`src/sv/ihl_pkg.sv`:
```
// shared types, codes and the hex digit decoder for the hex record loader
// no dependencies

package ihl_pkg;

   localparam logic [2:0] PH_WAIT  = 3'd0;
   localparam logic [2:0] PH_COUNT = 3'd1;
   localparam logic [2:0] PH_ADDR  = 3'd2;
   localparam logic [2:0] PH_TYPE  = 3'd3;
   localparam logic [2:0] PH_DATA  = 3'd4;
   localparam logic [2:0] PH_CSUM  = 3'd5;

   localparam logic [1:0] KIND_WRITE = 2'd0;
   localparam logic [1:0] KIND_END   = 2'd1;
   localparam logic [1:0] KIND_BAD   = 2'd2;

   localparam logic [7:0] TYPE_DATA = 8'h00;
   localparam logic [7:0] TYPE_EOF  = 8'h01;
   localparam logic [7:0] CHAR_COLON = 8'h3a;

   typedef struct packed {
      logic        valid;
      logic [1:0]  kind;
      logic [15:0] address;
      logic [7:0]  data;
   } result_type;

   typedef struct packed {
      logic       finished;
      logic [2:0] phase;
   } status_type;

   // {is_hex, value}
   function automatic logic [4:0] hex_digit(input logic [7:0] c);
      logic [4:0] r;
      r = 5'b0;
      if (c >= 8'h30 && c <= 8'h39) begin
         r = {1'b1, 4'(c - 8'h30)};
      end else if (c >= 8'h41 && c <= 8'h46) begin
         r = {1'b1, 4'(c - 8'h37)};
      end else if (c >= 8'h61 && c <= 8'h66) begin
         r = {1'b1, 4'(c - 8'h57)};
      end
      return r;
   endfunction

endpackage

```
`src/sv/ihl_decoder.sv`:
```
// record decoder: parse state and the result of one character
// depends on ihl_pkg

module ihl_decoder (
   input  logic                clock,
   input  logic                reset,
   input  logic                take,
   input  logic [7:0]          character,
   output ihl_pkg::result_type result,
   output ihl_pkg::status_type status
);

   logic [2:0]  phase_ff, phase_in;
   logic        lnp_ff, lnp_in;
   logic [3:0]  high_ff, high_in;
   logic        fbi_ff, fbi_in;
   logic [7:0]  left_ff, left_in;
   logic [15:0] addr_ff, addr_in;
   logic [7:0]  type_ff, type_in;
   logic        fin_ff, fin_in;

   logic [4:0]  digit;
   logic [7:0]  pair;
   logic        in_record;

   assign digit     = ihl_pkg::hex_digit(character);
   assign pair      = {high_ff, digit[3:0]};
   assign in_record = (phase_ff >= ihl_pkg::PH_COUNT) && (phase_ff <= ihl_pkg::PH_CSUM);

   always_comb begin
      phase_in = phase_ff;
      lnp_in   = lnp_ff;
      high_in  = high_ff;
      fbi_in   = fbi_ff;
      left_in  = left_ff;
      addr_in  = addr_ff;
      type_in  = type_ff;
      fin_in   = fin_ff;
      result   = '0;
      if (take && !fin_ff) begin
         if (!in_record) begin
            phase_in = ihl_pkg::PH_WAIT;
            if (character == ihl_pkg::CHAR_COLON) begin
               phase_in = ihl_pkg::PH_COUNT;
               lnp_in   = 1'b0;
               high_in  = 4'd0;
               fbi_in   = 1'b0;
            end
         end else if (!digit[4]) begin
            phase_in = ihl_pkg::PH_WAIT;
            lnp_in   = 1'b0;
            fbi_in   = 1'b0;
            if (character == ihl_pkg::CHAR_COLON) begin
               phase_in = ihl_pkg::PH_COUNT;
               high_in  = 4'd0;
            end
            result.valid = 1'b1;
            result.kind  = ihl_pkg::KIND_BAD;
         end else if (!lnp_ff) begin
            high_in = digit[3:0];
            lnp_in  = 1'b1;
         end else begin
            lnp_in = 1'b0;
            unique case (phase_ff)
               ihl_pkg::PH_COUNT: begin
                  left_in  = pair;
                  fbi_in   = 1'b0;
                  phase_in = ihl_pkg::PH_ADDR;
               end
               ihl_pkg::PH_ADDR: begin
                  if (!fbi_ff) begin
                     addr_in = {pair, addr_ff[7:0]};
                     fbi_in  = 1'b1;
                  end else begin
                     addr_in  = {addr_ff[15:8], pair};
                     fbi_in   = 1'b0;
                     phase_in = ihl_pkg::PH_TYPE;
                  end
               end
               ihl_pkg::PH_TYPE: begin
                  type_in = pair;
                  if (pair == ihl_pkg::TYPE_DATA) begin
                     phase_in = (left_ff == 8'd0) ? ihl_pkg::PH_CSUM : ihl_pkg::PH_DATA;
                  end else if (pair == ihl_pkg::TYPE_EOF) begin
                     fin_in       = 1'b1;
                     phase_in     = ihl_pkg::PH_WAIT;
                     result.valid = 1'b1;
                     result.kind  = ihl_pkg::KIND_END;
                  end else begin
                     phase_in = ihl_pkg::PH_WAIT;
                  end
               end
               ihl_pkg::PH_DATA: begin
                  addr_in = addr_ff + 16'd1;
                  left_in = left_ff - 8'd1;
                  if (left_ff == 8'd1) begin
                     phase_in = ihl_pkg::PH_CSUM;
                  end
                  result.valid   = 1'b1;
                  result.kind    = ihl_pkg::KIND_WRITE;
                  result.address = addr_ff;
                  result.data    = pair;
               end
               default: begin
                  phase_in = ihl_pkg::PH_WAIT;
               end
            endcase
         end
      end
   end

   always_ff @(posedge clock) begin
      if (reset) begin
         phase_ff <= ihl_pkg::PH_WAIT;
         lnp_ff   <= 1'b0;
         high_ff  <= 4'd0;
         fbi_ff   <= 1'b0;
         left_ff  <= 8'd0;
         addr_ff  <= 16'd0;
         type_ff  <= 8'd0;
         fin_ff   <= 1'b0;
      end else begin
         phase_ff <= phase_in;
         lnp_ff   <= lnp_in;
         high_ff  <= high_in;
         fbi_ff   <= fbi_in;
         left_ff  <= left_in;
         addr_ff  <= addr_in;
         type_ff  <= type_in;
         fin_ff   <= fin_in;
      end
   end

   assign status.finished = fin_ff | (type_ff == ihl_pkg::TYPE_EOF & fin_ff);
   assign status.phase    = phase_ff;

endmodule

```
`src/sv/intel_hex_record_loader_top.sv`:
```
// a decoded result is registered in the output register (or in the skid register while the
// output is stalled) before it appears on rsp_; throughput: one character per cycle while
// req_stall is low, set by the combinational decoder and the two-entry output buffer
// reset: synchronous, active high; clears parse state and the end-of-file flag, empties
// the output buffer
// top level of the hex record loader; depends on ihl_pkg and ihl_decoder

module intel_hex_record_loader_top (
   input  logic        clock,
   input  logic        reset,
   input  logic        req_valid,
   output logic        req_stall,
   input  logic [7:0]  req_character,
   output logic        rsp_valid,
   input  logic        rsp_stall,
   output logic [1:0]  rsp_kind,
   output logic [15:0] rsp_address,
   output logic [7:0]  rsp_data
);

   ihl_pkg::result_type res;
   ihl_pkg::status_type status;
   ihl_pkg::result_type out_ff;
   ihl_pkg::result_type skid_ff;
   logic                out_valid_ff;
   logic                skid_valid_ff;
   logic                take;
   logic                out_take;

   assign req_stall = skid_valid_ff;
   assign take      = req_valid && !skid_valid_ff;
   assign out_take  = out_valid_ff && !rsp_stall;

   ihl_decoder u_decoder (
      .clock     (clock),
      .reset     (reset),
      .take      (take),
      .character (req_character),
      .result    (res),
      .status    (status)
   );

   always_ff @(posedge clock) begin
      if (reset) begin
         out_valid_ff  <= 1'b0;
         skid_valid_ff <= 1'b0;
      end else if (skid_valid_ff) begin
         if (out_take) begin
            skid_valid_ff <= 1'b0;
         end
      end else if (res.valid) begin
         if (!out_valid_ff || out_take) begin
            out_valid_ff <= 1'b1;
         end else begin
            skid_valid_ff <= 1'b1;
         end
      end else if (out_take) begin
         out_valid_ff <= 1'b0;
      end
   end

   always_ff @(posedge clock) begin
      if (skid_valid_ff) begin
         if (out_take) begin
            out_ff <= skid_ff;
         end
      end else if (res.valid) begin
         if (!out_valid_ff || out_take) begin
            out_ff <= res;
         end else begin
            skid_ff <= res;
         end
      end
   end

   assign rsp_valid   = out_valid_ff;
   assign rsp_kind    = out_ff.kind;
   assign rsp_address = out_ff.address;
   assign rsp_data    = out_ff.data;

`ifndef SYNTHESIS
   a_skid_needs_out: assert property (@(posedge clock) disable iff (reset)
      skid_valid_ff |-> out_valid_ff)
      else $error("skid register holds a result while the output register is empty");

   a_no_result_after_end: assert property (@(posedge clock) disable iff (reset)
      status.finished |-> !res.valid)
      else $error("result produced after the end of file record");

   a_kind_legal: assert property (@(posedge clock) disable iff (reset)
      rsp_valid |-> (rsp_kind == ihl_pkg::KIND_WRITE || rsp_kind == ihl_pkg::KIND_END
                     || rsp_kind == ihl_pkg::KIND_BAD))
      else $error("illegal result kind");

   a_end_enters_wait: assert property (@(posedge clock) disable iff (reset)
      (res.valid && res.kind == ihl_pkg::KIND_END) |=> status.phase == ihl_pkg::PH_WAIT)
      else $error("end of file record did not return the parser to waiting");
`endif

endmodule
```
`config.mk`:
```
export PLATFORM = sky130hd
export DESIGN_NAME = intel_hex_record_loader_top
export DESIGN_NICKNAME = d
export VERILOG_FILES = /design/src/sv/ihl_pkg.sv /design/src/sv/ihl_decoder.sv /design/src/sv/intel_hex_record_loader_top.sv
export SDC_FILE = /design/constraint.sdc
export NUM_CORES = 1
export LEC_CHECK = 0
export BUFFER_PORTS_ARGS = -buffer_cell sky130_fd_sc_hd__buf_2
export CORE_MARGIN = 2
export CORE_UTILIZATION = 55
export CTS_CLUSTER_DIAMETER = 30
export DETAILED_ROUTE_END_ITERATION = 10
export GPL_TIMING_DRIVEN = 0
export PLACE_DENSITY = 0.84
export SETUP_SLACK_MARGIN = 0.15
export SYNTH_ARGS = -nofsm -noshare
export SYNTH_HDL_FRONTEND = slang
export SYNTH_SLANG_ARGS = --single-unit
export TNS_END_PERCENT = 5
```
`constraint.sdc`:
```
create_clock -name clock -period 5.8 [get_ports clock]
set_clock_uncertainty 0.1 [all_clocks]
set_input_delay 1.16 -clock clock [delete_from_list [all_inputs] [get_ports clock]]
set_output_delay 1.16 -clock clock [all_outputs]
set_load 0.02 [all_outputs]
```
# Yosys cells after proc, flatten, opt, wreduce, memory -nomap -nowiden
# Index checks and enable logic that the tools add are counted.
# Widths: inputs -> output; s select.
# op_classes
addsub	5
order_cmp	8
eq_ne	16
mux	48
bitwise_logic	3
reduce_logical	31
# op_table
operator	count
$mux 26	4
$mux 27	3
$mux 24	2
$pmux 16 s2	1
$mux 3	9
$mux 1	17
$add 16x1->16 const B	1
$eq 8x1->1 const B	2
$ge 8x7->1 const B	2
$le 8x7->1 const B	2
$logic_not 8->1	2
$mux 16	1
$mux 4	4
$pmux 8 s2	1
$mux 5	3
$pmux 3 s4	1
$reduce_and 6->1	2
$reduce_bool 2->1	6
$reduce_and 3->1	3
$eq 8x6->1 const B	1
$ge 8x6->1 const B	1
$le 8x6->1 const B	1
$ne 4x4->1 const B	2
$reduce_and 4->1	2
other kinds (22)	38
# word_totals
reg_bits	88
input_bits	12
out_inout_bits	28
elab_cells	127

# Logic depth before layout (Yosys ltp)
# Gate-level depths: netlist of the first run.
# depth
word_depth	16
depth_mapped	9
mapped_depth_nobuf	8

# Cells and area by module
# From an unflattened synthesis of the first run, not the netlist that was laid out.
# unflattened
hier_cells	469
hier_area_um2	4909.7
# by_module_without_submodules
mod	instances	cells_per_inst	area_each_um2	seq_area_each_um2
ihl_decoder	1	375	2807.7	680.7
intel_hex_record_loader_top	1	94	2102.0	1601.5

# Worst setup path after synthesis of the first run
# Ideal clock, no wire load.
# synth_path
kind	input-to-reg
from	input port req_character[0]
to	register out_ff (netlist bit rsp_address[0]) (enable)
setup_ns	0.449
t_arrival_ns	4.712
t_required_ns	5.251
path_slack_ns	0.539
cell_stages	8
path_buffers	0
path_cell_list	inv_1 ha_1 o21bai_1 a21oi_1 mux2i_1 o2111a_1 a21oi_1 a21boi_0
# synth_via
elab_chain_len	15
word_cells_on_any_way	26
cone_classes	add/sub (3); order compare (6); eq/ne (1); mux (10); reduce/logical (6)
# synth_rtl
item	line	text
start: declaration	intel_hex_record_loader_top.sv:13	input logic [7:0] req_character,
$ge 8x7->1 or $le 8x7->1 (tied branches)	ihl_pkg.sv:41	end else if (c >= 8'h61 && c <= 8'h66) begin
$logic_and 1x1->1	ihl_pkg.sv:41	
$mux 5	ihl_pkg.sv:41	
$mux 5	ihl_pkg.sv:39	end else if (c >= 8'h41 && c <= 8'h46) begin
$mux 5 (*)	ihl_pkg.sv:37	if (c >= 8'h30 && c <= 8'h39) begin
$eq 8x1->1	ihl_decoder.sv:84	end else if (pair == ihl_pkg::TYPE_EOF) begin
$mux 3	ihl_decoder.sv:84	
$mux 3	ihl_decoder.sv:82	if (pair == ihl_pkg::TYPE_DATA) begin
$pmux 3 s2	ihl_decoder.sv:64	unique case (phase_ff)
$mux 27	ihl_decoder.sv:59	end else if (!lnp_ff) begin
$mux 3 (*)	ihl_decoder.sv:49	end else if (!digit[4]) begin
$mux 27 (*)	ihl_decoder.sv:41	if (!in_record) begin
$mux 27 (*)	ihl_decoder.sv:40	if (take && !fin_ff) begin
$reduce_bool 2->1 (no line) (*)	-	
$reduce_and 3->1 (no line) (*)	-	
end signal: assignment	intel_hex_record_loader_top.sv:65	out_ff <= skid_ff;
end signal: assignment	intel_hex_record_loader_top.sv:69	out_ff <= res;
end: declaration	intel_hex_record_loader_top.sv:23	ihl_pkg::result_type out_ff;
# Mark *: on every way between the ends. The rest lies on a longest branch, timed or not.
# A chain may end at the register's enable or synchronous reset.

# Worst setup path after layout of the first run
# layout_path
from	input port req_character[0]
to	register out_ff (netlist bit rsp_address[8]) (enable)
# Same word-level chain as after synthesis.

==> results of run 1 <==
-- cell families after synthesis --
kind of cell | count (synthesis) | share of synthesized area [%]
and+or+nand+nor | 175 | 21.1
xor gates and xnor gates | 3 | 0.589
DFF | 88 | 51.2
buffers and inverters | 35 | 3.31
AOI/OAI and AO/OA | 141 | 20.7
muxes | 5 | 1.15
adders and majority gates | 7 | 1.96
-- per-stage QoR --
stage / hold WS, ns / std cells / worst slack (ns) / setup TNS, ns / total power [µW]
floorplan: 0.353 / 454 / 0.539 / 0 / 715
global placement: 0.370 / 595 / -0.826 / -21.40 / 735
detailed placement: 0.382 / 597 / 1.11 / 0 / 738
CTS: 0.399 / 613 / 1.48 / 0 / 1120
global route: 0.419 / 613 / 1.27 / 0 / 1150
finish: 0.405 / 613 / 1.40 / 0 / 1110
-- state kept, by name, summed over array words and instances (netlist names) --
register and cells:
u_decoder.fbi_ff 1, req_stall 1, rsp_valid 1, u_decoder.high_ff 4, u_decoder.phase_ff 3, u_decoder.fin_ff 1
rsp_address 16, skid_ff 26, u_decoder.left_ff 8, u_decoder.addr_ff 16, u_decoder.lnp_ff 1, rsp_data 8
rsp_kind 2
-- power breakdown --
part	total (µW)	internal, µW	switching (µW)
registers	662	660	2.13
logic	62.5	19.4	43.1
clock network	389	161	228
-- worst max-delay path, cell delays in order --
cell,delay (ns)
buf_2,0.13
inv_1,0.13
ha_1,0.29
o21bai_1,0.10
a21oi_1,0.44
mux2i_1,0.77
o2111a_1,0.42
a21oi_1,0.18
a21boi_2,0.46
buf_8,0.25
-- layer usage --
layer  vias to the layer above  wire [µm]
met5                         -          0
met4                         0        307
met3                        37        880
met2                       207       5220
met1                      1871       4600
li1                       1820          -
-- layout make-up --
cell class                      instances  area, µm²
Clock buffer                           10        128
Sequential cell                        88       2280
Tap cell                              102        128
Timing Repair Buffer                   41        225
Buffer                                 25        110
Clock inverter                          6       51.3
Fill cell                             646       2810
Inverter                               10       37.5
Multi-Input combinational cell        331       2040
-- cell usage in the layout (no fill, tap or decap), types with 3 or more instances in the layout --
cell,n
mux2i_1,4
nand4_1,8
clkbuf_1,20
dfxtp_1,36
clkinv_4,3
and2_1,20
nor3_1,17
a21o_1,27
o32ai_1,3
o21ai_0,30
nor2_1,38
nand3_1,15
a31oi_1,9
nand2_1,32
nor4_1,9
nor3b_1,5
a21oi_1,34
or3_1,4
clkbuf_8,9
a311oi_1,4
o22ai_1,3
a221oi_1,4
ha_1,7
edfxtp_1,52
nand2b_1,5
inv_1,10
o21ai_1,6
buf_2,43
-- how the worst min path moves through the flow --
stage                                        end                         startpoint  cells after the start  slack, ns
2_1_floorplan      u_decoder.fin_ff$_SDFFE_PP0P_      u_decoder.fin_ff$_SDFFE_PP0P_                      2       0.35
3_3_place_gp       u_decoder.fin_ff$_SDFFE_PP0P_      u_decoder.fin_ff$_SDFFE_PP0P_                      2       0.37
3_5_place_dp       u_decoder.fin_ff$_SDFFE_PP0P_      u_decoder.fin_ff$_SDFFE_PP0P_                      2       0.38
4_1_cts        u_decoder.left_ff[7]$_SDFFE_PP0P_  u_decoder.left_ff[7]$_SDFFE_PP0P_                      2       0.40
5_1_grt        u_decoder.left_ff[7]$_SDFFE_PP0P_  u_decoder.left_ff[7]$_SDFFE_PP0P_                      2       0.42
6_report       u_decoder.left_ff[7]$_SDFFE_PP0P_  u_decoder.left_ff[7]$_SDFFE_PP0P_                      2       0.40
==> results_dict.tcl, run 1 <==
set metrics [dict create \
    min_period_ns 4.40 \
    design_area_um2 5000 \
    yosys_warnings 0 \
    cts_setup_buffers 0 \
    ctsHtreeMaxLevel 3 \
    vias_per_cell 6.42 \
    busiest_layer "met2" \
    seq_area_frac_synth_pct 51.2 \
    overflow 0 \
    worstRegToRegCells 7 \
    crit_fanout 19 \
    cts_sinks 88 \
    setup_viol_count_final 0 \
    worstSetupStartpointType "input pin" \
    grt_pass1_vias 3673 \
    grtUsageMet3_pct 4.49 \
    powerDensity_nw_per_um2 223 \
    ys.flop_type "edfxtp_1" \
    status "complete, no violations" \
    numCtsBuffers 9 \
    wl_per_cell_um 18.0 \
    fmax_mhz 227 \
    use_met1_pct 35.8 \
    crit_path_start "req_character[0]" \
    drtIter0Drc 404 \
    reg2reg_to "rsp_address[8]$_DFFE_PP_" \
    cts_tree "done" \
    antenna_found_initial 0 \
    syn-num-nets 473 \
    ys_types 65 \
    final.period_utilization_pct 75.8 \
    grt_use_met2_pct 41.8 \
    groute.usage.overall_pct 26.3 \
    reg2reg_from "req_stall$_SDFF_PP0_" \
    die_w_um 94.1 \
    syn_area_um2 4460 \
    maxSlewHeadroom_pct 42.3 \
    placed_area_um2 4820 \
    drt-total-wl_um 11000 \
    clock_path_buffers 2 \
    maxCapViolations 0 \
    synthTopCellsByCount "52 x edfxtp_1, 39 x nor2_1, 36 x dfxtp_1" \
    hold_buffers 0 \
    cp.required_ns 5.76 \
    rsz0062_at_grt "false" \
    grt_max_degree 21 \
    final_util_pct 64.0 \
    cellLeakagePower_uw 0.00185 \
    yosysMostFrequentCell "edfxtp_1" \
    worst-slew-pin-transition_ns 0.841 \
    place.gp.congestion 0.966 \
    hp-class "register to register" \
    ioPinCount 40 \
    clk_latency_ns 0.36 \
    drive_above_1_share_pct 15.1 \
    synth_top_cell_by_area "edfxtp_1" \
    ff2ff_setup_slack_ns 2.84 \
    cp.arrival_ns 4.36 \
    insertedDiodeCount 0 \
    peakVddDrop_mv 0.106 \
    synth_area_per_cell_um2 9.82 \
    syn_to_final_growth_pct 12.1 \
    die_h_um 94.1 \
    ys_top_cells_by_area "edfxtp_1 35%, dfxtp_1 16%, a21o_1 4.5%" \
    io_buffers 39 \
    firstDrtPassIters 6 \
    synthArstFlopShare_pct 0 \
    drc 0 \
    fin_nets 525 \
    cts_root_buffer "clkbuf_8" \
    finalHoldViolCount 0 \
    grt_pass1_wl_um 18100 \
    die-area_um2 8850 \
    start_util_pct 57.1 \
    rows 32 \
    critPathCapture "rsp_address[8]$_DFFE_PP_" \
    dp_hpwl_um 7880 \
    clk_pin_slew_worst_paths_ns 0.09 \
    final_antenna_net_count 0 \
    drv_slew 0 \
    num_vias 3935 \
    synth_top_area_share_pct 35.0 \
    syn_inst 454 \
    critPathKind "input pin to register" \
    cts_resized 0 \
    synth_edf_count 52 \
    critical_path.endpoint_type "register" \
    coreArea_um2 7810 \
    ys_seq_elements 88 \
]
(Power assumes the default switching activity.)
==> inputs of run 2 (changes only) <==
--- a/config.mk
+++ b/config.mk
@@ -5,13 +5,14 @@
 export SDC_FILE = /design/constraint.sdc
 export NUM_CORES = 1
 export LEC_CHECK = 0
+export ABC_AREA = 1
 export BUFFER_PORTS_ARGS = -buffer_cell sky130_fd_sc_hd__buf_2
 export CORE_MARGIN = 2
-export CORE_UTILIZATION = 55
+export CORE_UTILIZATION = 54
 export CTS_CLUSTER_DIAMETER = 30
 export DETAILED_ROUTE_END_ITERATION = 10
 export GPL_TIMING_DRIVEN = 0
-export PLACE_DENSITY = 0.84
+export PLACE_DENSITY = 0.85
 export SETUP_SLACK_MARGIN = 0.15
 export SYNTH_ARGS = -nofsm -noshare
 export SYNTH_HDL_FRONTEND = slang
==> constraint.sdc (replaced) <==
create_clock -name clock -period 3.88 [get_ports clock]
set_clock_uncertainty 0.1 [all_clocks]
set_input_delay 0.776 -clock clock [delete_from_list [all_inputs] [get_ports clock]]
set_output_delay 0.776 -clock clock [all_outputs]
set_load 0.02 [all_outputs]
==> results_dict.tcl, run 2 <==
set metrics [dict create \
    drt-total-wl_um 10400 \
    drtIter0Drc 407 \
    multi_input_area_um2 1790 \
    fillers 682 \
    synth_compound_area_share_pct 16.3 \
    design_area_um2 4960 \
    power_frac_comb_pct 5.3 \
    firstDrtPassIters 5 \
    finalHoldViolCount 0 \
    largest_register "skid_ff" \
    synth_top_family_by_area "simple AND/OR/NAND/NOR gates" \
    clk_latency_ns 0.36 \
    ys_seq_elements 88 \
    peakVddDrop_mv 0.175 \
    syn_inst 540 \
    critPathKind "input pin to register" \
    synth_area_per_cell_um2 8.26 \
    seqPwrFrac_pct 59.4 \
    grt_pass1_vias 3718 \
    clock_path_buffers 2 \
    maxSlewHeadroom_pct 34.4 \
    cp.arrival_ns 3.19 \
    drv_slew 0 \
    dp_hpwl_um 7560 \
    final.period_utilization_pct 85.2 \
    synth_top_area_share_pct 35.0 \
    p_clk_share_pct 35.3 \
    overflow 0 \
    largest_reg_flops 26 \
    vias_per_cell 5.62 \
    seq_area_frac_synth_pct 51.2 \
    cts_tree "done" \
    cp.required_ns 3.77 \
    insertedDiodeCount 0 \
    status "complete, no violations" \
    cts_setup_buffers 0 \
    cellLeakagePower_uw 0.00184 \
    setup_tns_ns 0 \
    intPower_uw 1250 \
    fin_hold_ws_ns 0.382 \
    grt_max_degree 27 \
    crit_fanout 26 \
    crit_top_cell "nand2_1" \
    synthArstFlopShare_pct 0 \
    yosys_warnings 0 \
    min_path_cells 2 \
    worstRegToRegCells 11 \
    p_total_uw 1670 \
    reg2reg_to "rsp_address[2]$_DFFE_PP_" \
    layout_common_cells "100 x nand2_1, 69 x inv_1, 60 x nor2_1" \
    cp_cell_sequence "buf_2 -> inv_1 -> ha_1 -> nand2_1 -> nand3_2 -> nand2_4 -> o21ai_2 -> inv_1 -> nor2_1 -> nand2_1 -> nand2_1 -> nand2_1 -> nand2_1 -> inv_1 -> nand2_1 -> nand2_1 -> inv_1" \
    drc 0 \
    die_h_um 94.9 \
    rsz0062_at_grt "false" \
    hold_buffers 0 \
    synthTopCellsByCount "100 x nand2_1, 69 x inv_1, 60 x nor2_1" \
    grt_pass1_wl_um 17100 \
    cts_root_buffer "clkbuf_8" \
    io_buffers 39 \
    clk_pin_slew_worst_paths_ns 0.09 \
    yosys.area_share.simple_pct 20.8 \
    critPathMaxStageDelay_ns 0.66 \
    maxCapViolations 0 \
    net-switching-power_uw 418 \
    powerDensity_nw_per_um2 337 \
    num_vias 3937 \
    final_util_pct 61.3 \
    groute.usage.overall_pct 24.4 \
    critical_path.endpoint_type "register" \
    min_period_ns 3.30 \
    syn_area_um2 4460 \
    start_util_pct 55.1 \
    cts_sinks 88 \
    wl_per_cell_um 14.8 \
    ff2ff_setup_slack_ns 1.12 \
    fin_nets 609 \
    syn_to_final_growth_pct 11.3 \
    die_w_um 94.9 \
    synth-xor-area-share_pct 1.18 \
    syn-num-nets 559 \
    slowest_stage "inv_1" \
    synthMuxAreaShare_pct 0 \
    worstSetupStartpointType "input pin" \
    ys_types 35 \
    ff_latch_area_um2 2280 \
    synth_top_cell_by_area "edfxtp_1" \
    final_common_cell "nand2_1" \
    ys_top_cells_by_area "edfxtp_1 35%, dfxtp_1 16%, nand2_1 8.4%" \
    drive_above_1_share_pct 14.8 \
    die-area_um2 9000 \
    reg2reg_from "u_decoder.phase_ff[2]$_SDFFE_PP0P_" \
    ys.flop_type "edfxtp_1" \
    worstHoldStart "u_decoder.left_ff[7]$_SDFFE_PP0P_" \
    final_antenna_net_count 0 \
    synth_adder_area_share_pct 1.96 \
    fmax_mhz 303 \
    yosysMostFrequentCell "nand2_1" \
    rows 33 \
    hp-class "register to register" \
    path_buf_inv 5 \
    antenna_found_initial 0 \
    worst-slew-pin-transition_ns 0.983 \
    netSwitchingFraction_pct 25.0 \
    place.gp.congestion 0.923 \
    path_delay_family "buffers and inverters" \
    numCtsBuffers 9 \
    holdPathEnd "u_decoder.left_ff[7]$_SDFFE_PP0P_" \
    ctsHtreeMaxLevel 3 \
    cts_resized 0 \
    ioPinCount 40 \
    placed_area_um2 4790 \
    setup_viol_count_final 0 \
    coreArea_um2 8090 \
    synth_edf_count 52 \
]
[run 2: worst max path at each step]
stage                                start                        end  cells past startpoint
after CTS                 req_character[0]   rsp_address[2]$_DFFE_PP_                     17
after global routing      req_character[0]   rsp_address[7]$_DFFE_PP_                     17
after detailed placement  req_character[0]  rsp_address[12]$_DFFE_PP_                     17
final                     req_character[0]   rsp_address[2]$_DFFE_PP_                     17
after global placement    req_character[0]  rsp_address[12]$_DFFE_PP_                     17
after floorplan           req_character[0]   rsp_address[0]$_DFFE_PP_                     16
[run 2: cell type report]
class	instances	share of cell area (%)
multi-input cells	357	36.1
clock inverters	6	1.01
well taps	105	2.65
inverters	78	5.90
clock buffers	10	2.57
flip-flops and latches	88	46.0
plain buffers	17	1.81
repair buffers	39	3.93
[run 2: worst register-to-register path, cell delays in order, from the launching register on]
cell     delay, ns
dfxtp_1       0.38
nand2_1       0.11
nor2_2        0.36
inv_2         0.13
buf_2         0.24
nand2_1       0.10
nand2_1       0.07
nand2_1       0.08
inv_1         0.04
nand2_1       0.05
nand2_1       0.04
inv_1         0.66
[run 2: power groups by stage]
| stage | logic (µW) | registers [µW] | clock network [µW] |
|---|---|---|---|
| floorplan | 47.2 | 1020 | 0 |
| global placement | 84.2 | 1010 | 0 |
| detailed placement | 86.7 | 1020 | 0 |
| CTS | 86.8 | 994 | 583 |
| global route | 96.8 | 995 | 624 |
| finish | 88.1 | 994 | 591 |
[run 2: logic make-up (layout without fill, tap and decap cells)]
logic type | Yosys count | after routing
simple gates | 212 | 212
buf+inv | 95 | 150
fa+ha+maj | 7 | 7
compound gates | 132 | 132
xor+xnor | 6 | 6
flops | 88 | 88
[run 2: per-layer routing]
layer	vias to the layer above	wire length (µm)	part of all wire [%]	GRT usage, %
met2	200	5180	50	41.6
met5	-	0	0	0
met1	1805	4170	40	30.3
met4	0	274	2.6	11.0
li1	1907	-	-	-
met3	25	741	7.1	4.15
[run 2: through the flow]
step	instances	setup WS (ns)
2_1_floorplan	540	0.859
4_1_cts	700	0.596
6_report	700	0.575
5_1_grt	700	0.329
3_5_place_dp	684	0.228
3_3_place_gp	684	0.363
